## src/hw/rtl/repn_pkg.sv

```systemverilog
// repn_pkg: shared types and constants for the RMS envelope peak normalizer.
// No dependencies.
`default_nettype none
package repn_pkg;
	localparam int MAX_FRAMES_DEF = 4096;
	localparam logic [12:0] HOP_RESET = 13'd735;
	localparam logic [12:0] HOP_MIN = 13'd16;
	localparam logic [12:0] HOP_MAX = 13'd4096;
	localparam logic [41:0] SUM_MAX = {42{1'b1}};

	typedef enum logic [1:0] {
		FUNC_PUSH  = 2'd0,
		FUNC_CLEAR = 2'd1,
		FUNC_READ  = 2'd2,
		FUNC_NONE  = 2'd3
	} func_t;

	typedef struct packed {
		func_t       func;
		logic [15:0] sample;
		logic [11:0] frame_index;
	} cmd_t;
endpackage
`default_nettype wire

```

## src/hw/rtl/repn_front.sv

```systemverilog
// repn_front: command intake and configuration register; queues commands to the back.
// Depends on repn_pkg.
`default_nettype none
module repn_front import repn_pkg::*; (
	input  wire logic        clk,
	input  wire logic        arst_n,
	input  wire logic        start,
	input  wire logic [1:0]  func,
	input  wire logic [15:0] sample,
	input  wire logic [11:0] frame_index,
	input  wire logic        cfg_valid,
	input  wire logic [12:0] cfg_data,
	input  wire logic        q_full,
	output logic             busy,
	output logic             q_push,
	output cmd_t             q_data,
	output logic [12:0]      hop_length
);
	logic [12:0] hop_q;
	assign busy = q_full;
	assign q_push = start && !q_full && func != FUNC_NONE;
	assign q_data = '{func: func_t'(func), sample: sample, frame_index: frame_index};
	assign hop_length = hop_q;
	always_ff @(posedge clk or negedge arst_n) begin
		if (!arst_n) hop_q <= HOP_RESET;
		else if (cfg_valid) hop_q <= cfg_data;
	end
endmodule
`default_nettype wire

```

## config.mk

```make
export PLATFORM = sky130hd
export DESIGN_NAME = repn_front
export DESIGN_NICKNAME = d
export VERILOG_FILES = /design/src/hw/rtl/repn_pkg.sv /design/src/hw/rtl/repn_front.sv
export SDC_FILE = /design/constraint.sdc
export NUM_CORES = 1
export LEC_CHECK = 0
export ABC_AREA = 1
export BUFFER_PORTS_ARGS = -buffer_cell sky130_fd_sc_hd__buf_2
export CAP_MARGIN = 20
export CORE_UTILIZATION = 30
export DETAILED_ROUTE_END_ITERATION = 12
export PLACE_DENSITY = 0.74
export SLEW_MARGIN = 20
export SYNTH_ARGS = -nofsm -noshare
export SYNTH_HDL_FRONTEND = slang
export SYNTH_SLANG_ARGS = --single-unit
```

## constraint.sdc

```tcl
create_clock -name clk -period 2 [get_ports clk]
set_input_delay 0.4 -clock clk [delete_from_list [all_inputs] [get_ports clk]]
set_output_delay 0.4 -clock clk [all_outputs]
set_load 0.01 [all_outputs]
```

Word-level counts from Yosys, hierarchy flattened
Cells that the tools add are included.
{"block": "word_totals", "regBits": 13, "n_memories": 0, "ram_bits": 0, "word_cells": 5, "latch_bits": 0, "inputBits": 48, "romBits": 0}
{"block": "classes", "n_addsub": 0, "order_cmp": 0, "multipliers": 0, "shifts": 0, "n_reduce_logical": 3, "mux": 0, "div": 0, "n_eq_ne": 1, "bitwise": 0}
{"cell": "1-bit logical AND", "count": 2}
{"cell": "2-bit inequality test, second input constant", "count": 1}
{"cell": "1-bit zero test", "count": 1}

Logic depth before layout (Yosys ltp)
{"block": "depth", "word_depth": 3, "depth_mapped": 3}

Worst setup path before layout
OpenSTA, ideal clock, no wires.
{"block": "synth_timing", "path_type": "input to output", "from": "in q_full", "to": "out q_push", "arrival_ns": 0.642, "path_buffers": 0, "t_required_ns": 1.600, "path_stages": 3, "setup_slack_ns": 0.958, "cell_sequence": "inv_1 -> nand2_1 -> nor2_1"}
{"block": "synth_between", "elab_chain_len": 3}
{"item": "start, declared", "line": "repn_front.sv:13", "rtl": "input wire logic q_full,"}
{"item": "1-bit zero test", "line": "repn_front.sv:21", "rtl": "assign q_push = start && !q_full && func != FUNC_NONE;"}
{"item": "1-bit logical AND (2 in a row)", "line": "repn_front.sv:21"}
{"item": "end, declared", "line": "repn_front.sv:15", "rtl": "output logic q_push,"}
Every way passes these cells.

Worst setup path after layout
{"block": "layout_timing", "from": "reg hop_q[7], in the netlist hop_length[7]", "to": "out hop_length[7]"}
{"item": "start, declared", "line": "repn_front.sv:19", "rtl": "logic [12:0] hop_q;"}
{"item": "start signal, assigned", "line": "repn_front.sv:26", "rtl": "else if (cfg_valid) hop_q <= cfg_data;"}
{"item": "end, declared", "line": "repn_front.sv:17", "rtl": "output logic [12:0] hop_length"}
No word-level cell between the ends.

==> results.cfg <==
[grt]
grt_usage = 0.0975
globalRouteOverflowTotal = 0
grt_max_degree = 27
antenna_found_initial = 0
grt_pass1_vias = 459
grt_pass1_wl_um = 1930

[die]
initial_core_util = 0.316
io_pins = 93
die_w_um = 52.9
placementRows = 18
die-area_mm2 = 0.00279
coreArea_mm2 = 0.00245
dieHeight_um = 52.9

[logic_synthesis]
yosys_warnings = 0
avgSynthCellArea_um2 = 8.62
syn-cell-area_um2 = 776
yosys.area.top_type = buf_4
synth.distinct_cells = 9
netlist.area_leader.share = 0.300
synthTopCellsByArea = buf_4, dfstp_2, dfrtp_1
synthCells = 90
synth.net_count = 138
ys_seq_area_frac = 0.432
ys_ff_latch = 13

[worst_setup_path]
path_class = flop to primary output
cp.arrival_ns = 0.92
cp_data_required_time_ns = 1.60
critPathTopFamily = flip-flops
crit_path_max_fanout = 2
slowest_stage = dfstp_2
r2r_cells = 2
cp-end-kind = primary output
cp_slowest_stage_delay_ns = 0.54
path_buf_inv = 1
start_kind = flop
crit_chain = buf_2
crit_cells = 1

[placement]
io_buffers = 36
postPlaceCellArea_um2 = 738
dp_cells = 123
gp_congestion = 0.593
dp_hpwl_um = 978

[cts]
cts_made_buffers = 3
cts_tree = built
cts.sinks = 13
insertion_delay_ns = 0.26
ctsLongestPathBuffers = 2
clk_pin_slew_worst_paths_ns = 0.08
htreeDepth = 1
cts_resized = 0
postCtsSetupBuffers = 0
root_buffer = clkbuf_4
postCtsHoldBufs = 0

[detailed_routing]
avgRoutedWirePerCell_um = 10.2
drc = 0
drtPass1Iterations = 2
viasPerCell = 3.99
routed_wl_um = 1300
ant_nets = 0
drt_iter0_drc = 2
num_vias = 507

[layout]
multiInputGateArea_um2 = 129
nFillCells = 262
largest_register_ffs = 13
nets = 146
final_cell_mix = buf_2, inv_1, nand2_1
layout_commonest_cell = buf_2
seqCellArea_um2 = 335
drive_above_1_share = 0.495
stdcell_count = 127
final_area_um2 = 764
n_antenna_cell = 0
synthToLayoutAreaGrowth_pct = -1.45

[sta]
fin_hold_ws_ns = -0.00222
finalMaxSlewViolations = 0
tightest_slew_ns = 0.382
period_needed_ns = 1.32
slew_headroom = 0.745
fin_tns_setup_ns = 0
max_clock_freq_mhz = 755
setup_viol = 0
rsz0062_at_grt = no
hold_violations = 3
finClkSkew_ns = 0
finalCritPeriodShare = 0.662

[job]
cap_violations = 0

[power]
p_per_area_mw_per_mm2 = 742
p_leak_nw = 0.430
ir_drop_mv = 0.282

[outcome]
violations = negative hold slack
status = finished with violations

[hold_path]
worstHoldPathType = input port to asynchronous set/reset pin
synthesized netlist by cell type:
cell type	instances
o21ai_2	1
nor2_1	1
dfstp_2	8
inv_1	15
buf_6	2
dfrtp_1	5
o21ai_0	12
nand2_1	15
buf_4	31
metrics by stage:
step	setup WS, ns	power [W]	util	hold slack (ns)
floorplan	0.958	0.000421	-	0.104
global route	0.615	0.000618	0.311	0.00581
global placement	0.801	0.000409	0.301	0.301
finish	0.675	0.000567	0.311	-0.00222
detailed placement	0.783	0.000413	0.301	0.310
CTS	0.654	0.000584	0.311	0.00230
layer usage:
layer / global-route usage / part of all wire
met5: 0 / 0
met1: 0.100 / 0.41
met2: 0.160 / 0.47
met3: 0.0374 / 0.11
met4: 0.0702 / 0.0077
path summary, 6_finish.rpt:
| kind | startpoint | to | slack (ns) |
|---|---|---|---|
| worst min-delay path | arst_n | hop_length[8] | -0.002 |
| max in group asynchronous | arst_n | hop_length[9] | 1.71 |
| worst max-delay path | hop_length[7] | hop_length[7] | 0.68 |
| worst max register to register | hop_length[2] | hop_length[2] | 1.20 |
| worst min register to register | hop_length[6] | hop_length[6] | 0.47 |
| min in group clk | cfg_data[11] | hop_length[11] | 0.33 |
report_power, final:
part / leakage (nW) / switching, W / total [W] / internal [W]
logic: 0.271 / 0.0000547 / 0.0000981 / 0.0000434
clock network: 0.0150 / 0.0000841 / 0.000161 / 0.0000771
registers: 0.145 / 0.0000109 / 0.000308 / 0.000297
cells by family (layout without fill, tap and decap cells):
kind of cell,after synthesis,after routing,share of synthesized area
buffers and inverters,48,55,0.402
and+or+nand+nor,16,16,0.0774
AOI/OAI and AO/OA,13,13,0.0887
DFF,13,13,0.432
area by class of cell:
| type | count | share of cell area |
|---|---|---|
| clock buffers | 4 | 0.0344 |
| repair buffers | 36 | 0.236 |
| flip-flops and latches | 13 | 0.439 |
| well taps | 30 | 0.0491 |
| inverters | 15 | 0.0736 |
| multi-input cells | 29 | 0.169 |
(Power assumes the default switching activity.)
