===== config.mk =====
export PLATFORM = sky130hd
export DESIGN_NAME = repn_queue
export DESIGN_NICKNAME = d
export VERILOG_FILES = /design/src/hw/rtl/repn_pkg.sv /design/src/hw/rtl/repn_queue.sv
export SDC_FILE = /design/constraint.sdc
export NUM_CORES = 1
export LEC_CHECK = 0
export BUFFER_PORTS_ARGS = -buffer_cell sky130_fd_sc_hd__buf_4
export CAP_MARGIN = 5
export CORE_ASPECT_RATIO = 1.5
export CORE_MARGIN = 2
export CORE_UTILIZATION = 53
export CTS_CLUSTER_SIZE = 30
export DETAILED_ROUTE_END_ITERATION = 12
export PLACE_DENSITY = 0.75
export SYNTH_ARGS = -nofsm -noshare
export SYNTH_HDL_FRONTEND = slang
export SYNTH_SLANG_ARGS = --single-unit

===== constraint.sdc =====
create_clock -name clk -period 2.9 [get_ports clk]
set_clock_uncertainty 0.15 [all_clocks]
set_input_delay 0 -clock clk [delete_from_list [all_inputs] [get_ports clk]]
set_output_delay 0 -clock clk [all_outputs]
set_load 0.05 [all_outputs]

===== src/hw/rtl/repn_pkg.sv =====
// repn_pkg: shared types and constants for the RMS envelope peak normalizer.
// No dependencies.
`default_nettype none
package repn_pkg;
	localparam int MAX_FRAMES_DEF = 4096;
	localparam logic [12:0] HOP_RESET = 13'd735;
	localparam logic [12:0] HOP_MIN = 13'd16;
	localparam logic [12:0] HOP_MAX = 13'd4096;
	localparam logic [41:0] SUM_MAX = {42{1'b1}};

	typedef enum logic [1:0] {
		FUNC_PUSH  = 2'd0,
		FUNC_CLEAR = 2'd1,
		FUNC_READ  = 2'd2,
		FUNC_NONE  = 2'd3
	} func_t;

	typedef struct packed {
		func_t       func;
		logic [15:0] sample;
		logic [11:0] frame_index;
	} cmd_t;
endpackage
`default_nettype wire


===== src/hw/rtl/repn_queue.sv =====
// repn_queue: small FIFO of commands between front and back.
// Depends on repn_pkg.
`default_nettype none
module repn_queue import repn_pkg::*; (
	input  wire logic clk,
	input  wire logic arst_n,
	input  wire logic push,
	input  wire cmd_t push_data,
	input  wire logic pop,
	output cmd_t      pop_data,
	output logic      not_empty,
	output logic      full
);
	cmd_t       entry_q [4];
	logic [1:0] wr_q, rd_q;
	logic [2:0] cnt_q;
	assign not_empty = cnt_q != 3'd0;
	assign full = cnt_q == 3'd4;
	assign pop_data = entry_q[rd_q];
	always_ff @(posedge clk) begin
		if (push) entry_q[wr_q] <= push_data;
	end
	always_ff @(posedge clk or negedge arst_n) begin
		if (!arst_n) begin
			wr_q <= '0;
			rd_q <= '0;
			cnt_q <= '0;
		end else begin
			if (push) wr_q <= wr_q + 2'd1;
			if (pop) rd_q <= rd_q + 2'd1;
			cnt_q <= cnt_q + {2'b0, push} - {2'b0, pop};
		end
	end
endmodule
`default_nettype wire


Yosys cells after proc, flatten, opt, wreduce, memory -nomap -nowiden
Memories as Yosys holds them, arrays and structs flattened.
Index checks and enable logic that the tools add are counted.

storage, ports and cells
  RAM bits = 120
  output and inout bits = 32
  input bits = 34
  memories = 1
  logic and storage cells = 12
  register bits after elaboration = 7

memories
  name     words  width  rd ports  clocked after Yosys merged registers in  write ports  line              text
  entry_q  4      30     1         0                                        1            repn_queue.sv:14  cmd_t entry_q [4];

operators by class
  reduce and logical (&&, ||, !) cells = 1
  mux-type cells = 2
  add/subtract/negate cells = 4
  equal/unequal tests = 1

operator list
  operator               count
  $add A2 B1 Y2 const B  2
  $add A3 B1 Y3          1
  $eq A3 B3 Y1 const B   1
  $reduce_bool A3 Y1     1
  $sub A3 B1 Y3          1
  $mux W1                2

Logic depth before layout (Yosys ltp)
  word-level depth = 2
  gate-level depth with buffers = 7
  mapped depth without buffers = 7

Worst setup path after synthesis
No wires, ideal clock.

  path type = register to register
  start = register wr_q[0]
  end = memory entry_q[0][0] (netlist bit), enable pin
  setup time = 0.390 ns
  data required time = 2.360 ns
  arrival = 1.365 ns
  period minus slack after synthesis = 1.905 ns
  slack = 0.995 ns
  stages on the path, launching flop included = 4
  path buffers = 0
  cell sequence = dfrtp_1 > inv_1 > ha_1 > and2_1

RTL lines
  item                    line              text
  from (decl)             repn_queue.sv:15  logic [1:0] wr_q, rd_q;
  from (signal assigned)  repn_queue.sv:29  if (push) wr_q <= wr_q + 2'd1;
  to (decl)               repn_queue.sv:14

No word-level cell before the write port.

==> impl_metrics.tcl <==
set metrics [dict create \
    reg2reg_depth 3 \
    maxSlewViolCount 0 \
    netlist_area_sq_um 4760 \
    end_kind "output port" \
    drt_iter0_markers 157 \
    period_minus_slack_ns 2.497 \
    cts_buffer_depth 2 \
    ys_top_cells_by_area "edfxtp_1, mux4_2, dfrtp_1" \
    combPwrFrac_pct 35.8 \
    p_sw_mw 2.573 \
    core-area_sq_um 8776 \
    synth_mux_area_share_pct 14.35 \
    setup_viol 0 \
    pwr-share-clk_pct 27.8 \
    swShare_pct 35.34 \
    vdd_ir_drop_max_mv 0.7754 \
    synth-compound-area-share_pct 0.1052 \
    fmax_mhz 400.4 \
    cts_sinks 127 \
    die_h_microns 120.1 \
    tightest_slew_ns 0.8362 \
    r2r-end "entry_q[0][23]$_DFFE_PP_" \
    worst_hold_path.num_cells 3 \
    grt_pass1_wl_microns 13440 \
    intPower_mw 4.708 \
    reg2reg_slack_ns 1.02 \
    firstDrtPassIters 4 \
    fillers 521 \
    area_growth_pct 31.49 \
    yosys.area_share.simple_pct 0.9464 \
    clock-root-buffer "clkbuf_16" \
    ys_warn_count 0 \
    antenna_cells 0 \
    avgRoutedWirePerCell_microns 20.83 \
    rows 42 \
    max_cap_violations 0 \
    rr_startpoint "wr_q[0]$_DFFE_PN0P_" \
    setup-tns-final_ns 0 \
    synth_nets 232 \
    dp_cells 363 \
    cp.arrival_ns 2.35 \
    htreeDepth 4 \
    avgSynthCellArea_sq_um 24.92 \
    io_pins 66 \
    synthCells 191 \
    tritoncts "done" \
    outcome "finished, final reports clean" \
    grt_max_degree 31 \
    layout.nets 347 \
    port_buffers 65 \
    grt_util_all_layers_pct 20.39 \
    endpoint "pop_data[2]" \
    synth.top_cell.area_share_pct 75.71 \
    die_area_sq_um 9770 \
    ys_types 17 \
    grt_overflow_total 0 \
    rsz0062_at_grt "false" \
    yosys.area_share.adder_pct 1.998 \
    initial_utilization_pct 54.23 \
    finalPower_mw 7.281 \
    min_path_type "in2reg" \
    antenna_left 0 \
    relSlewSlack_pct 44.26 \
    vias_per_cell 5.301 \
    cp.required_ns 2.75 \
    worstSetupPathType "reg2out" \
    drc 0 \
    clock_latency_ns 0.41 \
    dp_hpwl_microns 4514 \
    yosys.area.top_type "edfxtp_1" \
    vias 2274 \
    ys_seq_elements 127 \
    clkTransAtPathRegs_ns 0.05 \
    synth_seq_area_share_pct 79.39 \
    crit_path_start "rd_q[0]$_DFFE_PN0P_" \
    p_seq_share_pct 36.4 \
    startpoint_type "register" \
    synthXorXnorAreaFrac_pct 0.9201 \
    wl_microns 8935 \
    powerDensity_nw_per_um2 1163 \
    synth_top_family_by_area "multiplexers" \
    grt_pass1_vias 2426 \
    layout.cells.non_filler 429 \
    drive_gt1_share_pct 40.44 \
    critPathMaxFanout 22 \
    hold_viol_final 0 \
    grt_antenna_before_repair 0 \
    finalCritPeriodShare_pct 86.12 \
    static-leakage-power_nw 2.267 \
    dieWidth_microns 81.38 \
    gp_congestion 0.7219 \
    cts_buffers 17 \
]
==> synth_stat cells <==
cell type and instances:
edfxtp_1 120, xor2_1 3, nand2_1 2, mux4_1 2
o21ai_0 1, inv_1 6, fa_1 1, xnor2_1 2
ha_1 6, buf_6 1, buf_2 3, mux4_2 28
dfrtp_1 7, buf_12 3, and2_1 4, or3_1 1
and3_1 1
==> state kept, by name, summed over array words and instances, names as in the netlist <==
| name | count |
|---|---|
| cnt_q | 3 |
| rd_q | 2 |
| wr_q | 2 |
| entry_q | 120 |
==> layer usage <==
metal  wire length, microns  vias to the layer above  global-route usage, %  share of wire, %
met3                    408                       10                  7.143               4.6
met4                    139                        0                  8.263               1.6
li1                       -                     1025                      -                 -
met1                   3388                     1163                  23.94                38
met2                   4998                       76                  33.81                56
met5                      0                        -                      0                 0
==> worst min path at each step <==
stage	from	endpoint
after floorplan	arst_n	cnt_q[0]$_DFF_PN0_
after global placement	arst_n	cnt_q[2]$_DFF_PN0_
after detailed placement	arst_n	cnt_q[2]$_DFF_PN0_
after CTS	pop	rd_q[0]$_DFFE_PN0P_
after global routing	push_data[25]	entry_q[3][25]$_DFFE_PP_
final	pop	rd_q[0]$_DFFE_PN0P_
==> logic make-up (layout without fill, tap and decap cells) <==
kind of cell / Yosys count / count (layout)
compound gates: 1 / 1
xor+xnor: 5 / 5
fa+ha+maj: 7 / 7
buf+inv: 13 / 141
flops: 127 / 127
mux: 30 / 30
simple gates: 8 / 8
==> area by class of cell <==
cell class | count | area (sq um) | area share, %
timing repair buffer | 103 | 858.3 | 13.71
tap | 110 | 137.6 | 2.199
clock buffer | 27 | 533.0 | 8.517
clock inverter | 5 | 50.05 | 0.7997
inverter | 6 | 22.52 | 0.3599
multi-input combinational | 51 | 877.1 | 14.01
sequential | 127 | 3780 | 60.40
==> timing repair <==
action | in CTS | in global routing
endpoints found under the hold margin | 133 | 0
gates resized for setup | 0 | 0
setup buffers | 0 | 0
hold buffers | 34 | 0
==> worst max-delay path, cell delays in order (launching register included) <==
cell and delay, ns:
dfrtp_2 0.82, buf_4 0.33, mux4_2 0.56, buf_4 0.22
==> cells in the final DEF (no fill, tap or decap), types with 2 or more instances in the layout <==
master and n:
nand2_1 2, clkbuf_1 3, inv_1 6, xnor2_1 2
ha_1 6, dfrtp_1 6, clkinv_1 2, mux4_1 2
xor2_1 3, edfxtp_1 120, and2_2 4, clkbuf_16 17
clkbuf_8 7, mux4_2 28, buf_4 69, dlygate4sd3_1 34
==> through the flow <==
stage	hold slack, ns	setup slack, ns	cell area (sq um)	util [%]
after floorplan	-0.4456	0.9952	4760	-
after global placement	-0.3323	0.8208	5335	60.79
after detailed placement	-0.3309	0.8040	5335	60.79
after CTS	0.1669	0.3707	6259	71.31
after global routing	0.1839	0.2477	6259	71.31
final	0.1807	0.4026	6259	71.31
==> power by group through the flow <==
stage	sequential (mW)	clock [mW]	combinational, mW
2_1_floorplan	2.52	0	2.08
3_3_place_gp	2.65	0	2.56
3_5_place_dp	2.68	0	2.57
4_1_cts	2.66	2.04	2.62
5_1_grt	2.69	2.11	2.74
6_report	2.65	2.02	2.61
Power figures use the tool's default switching activity.
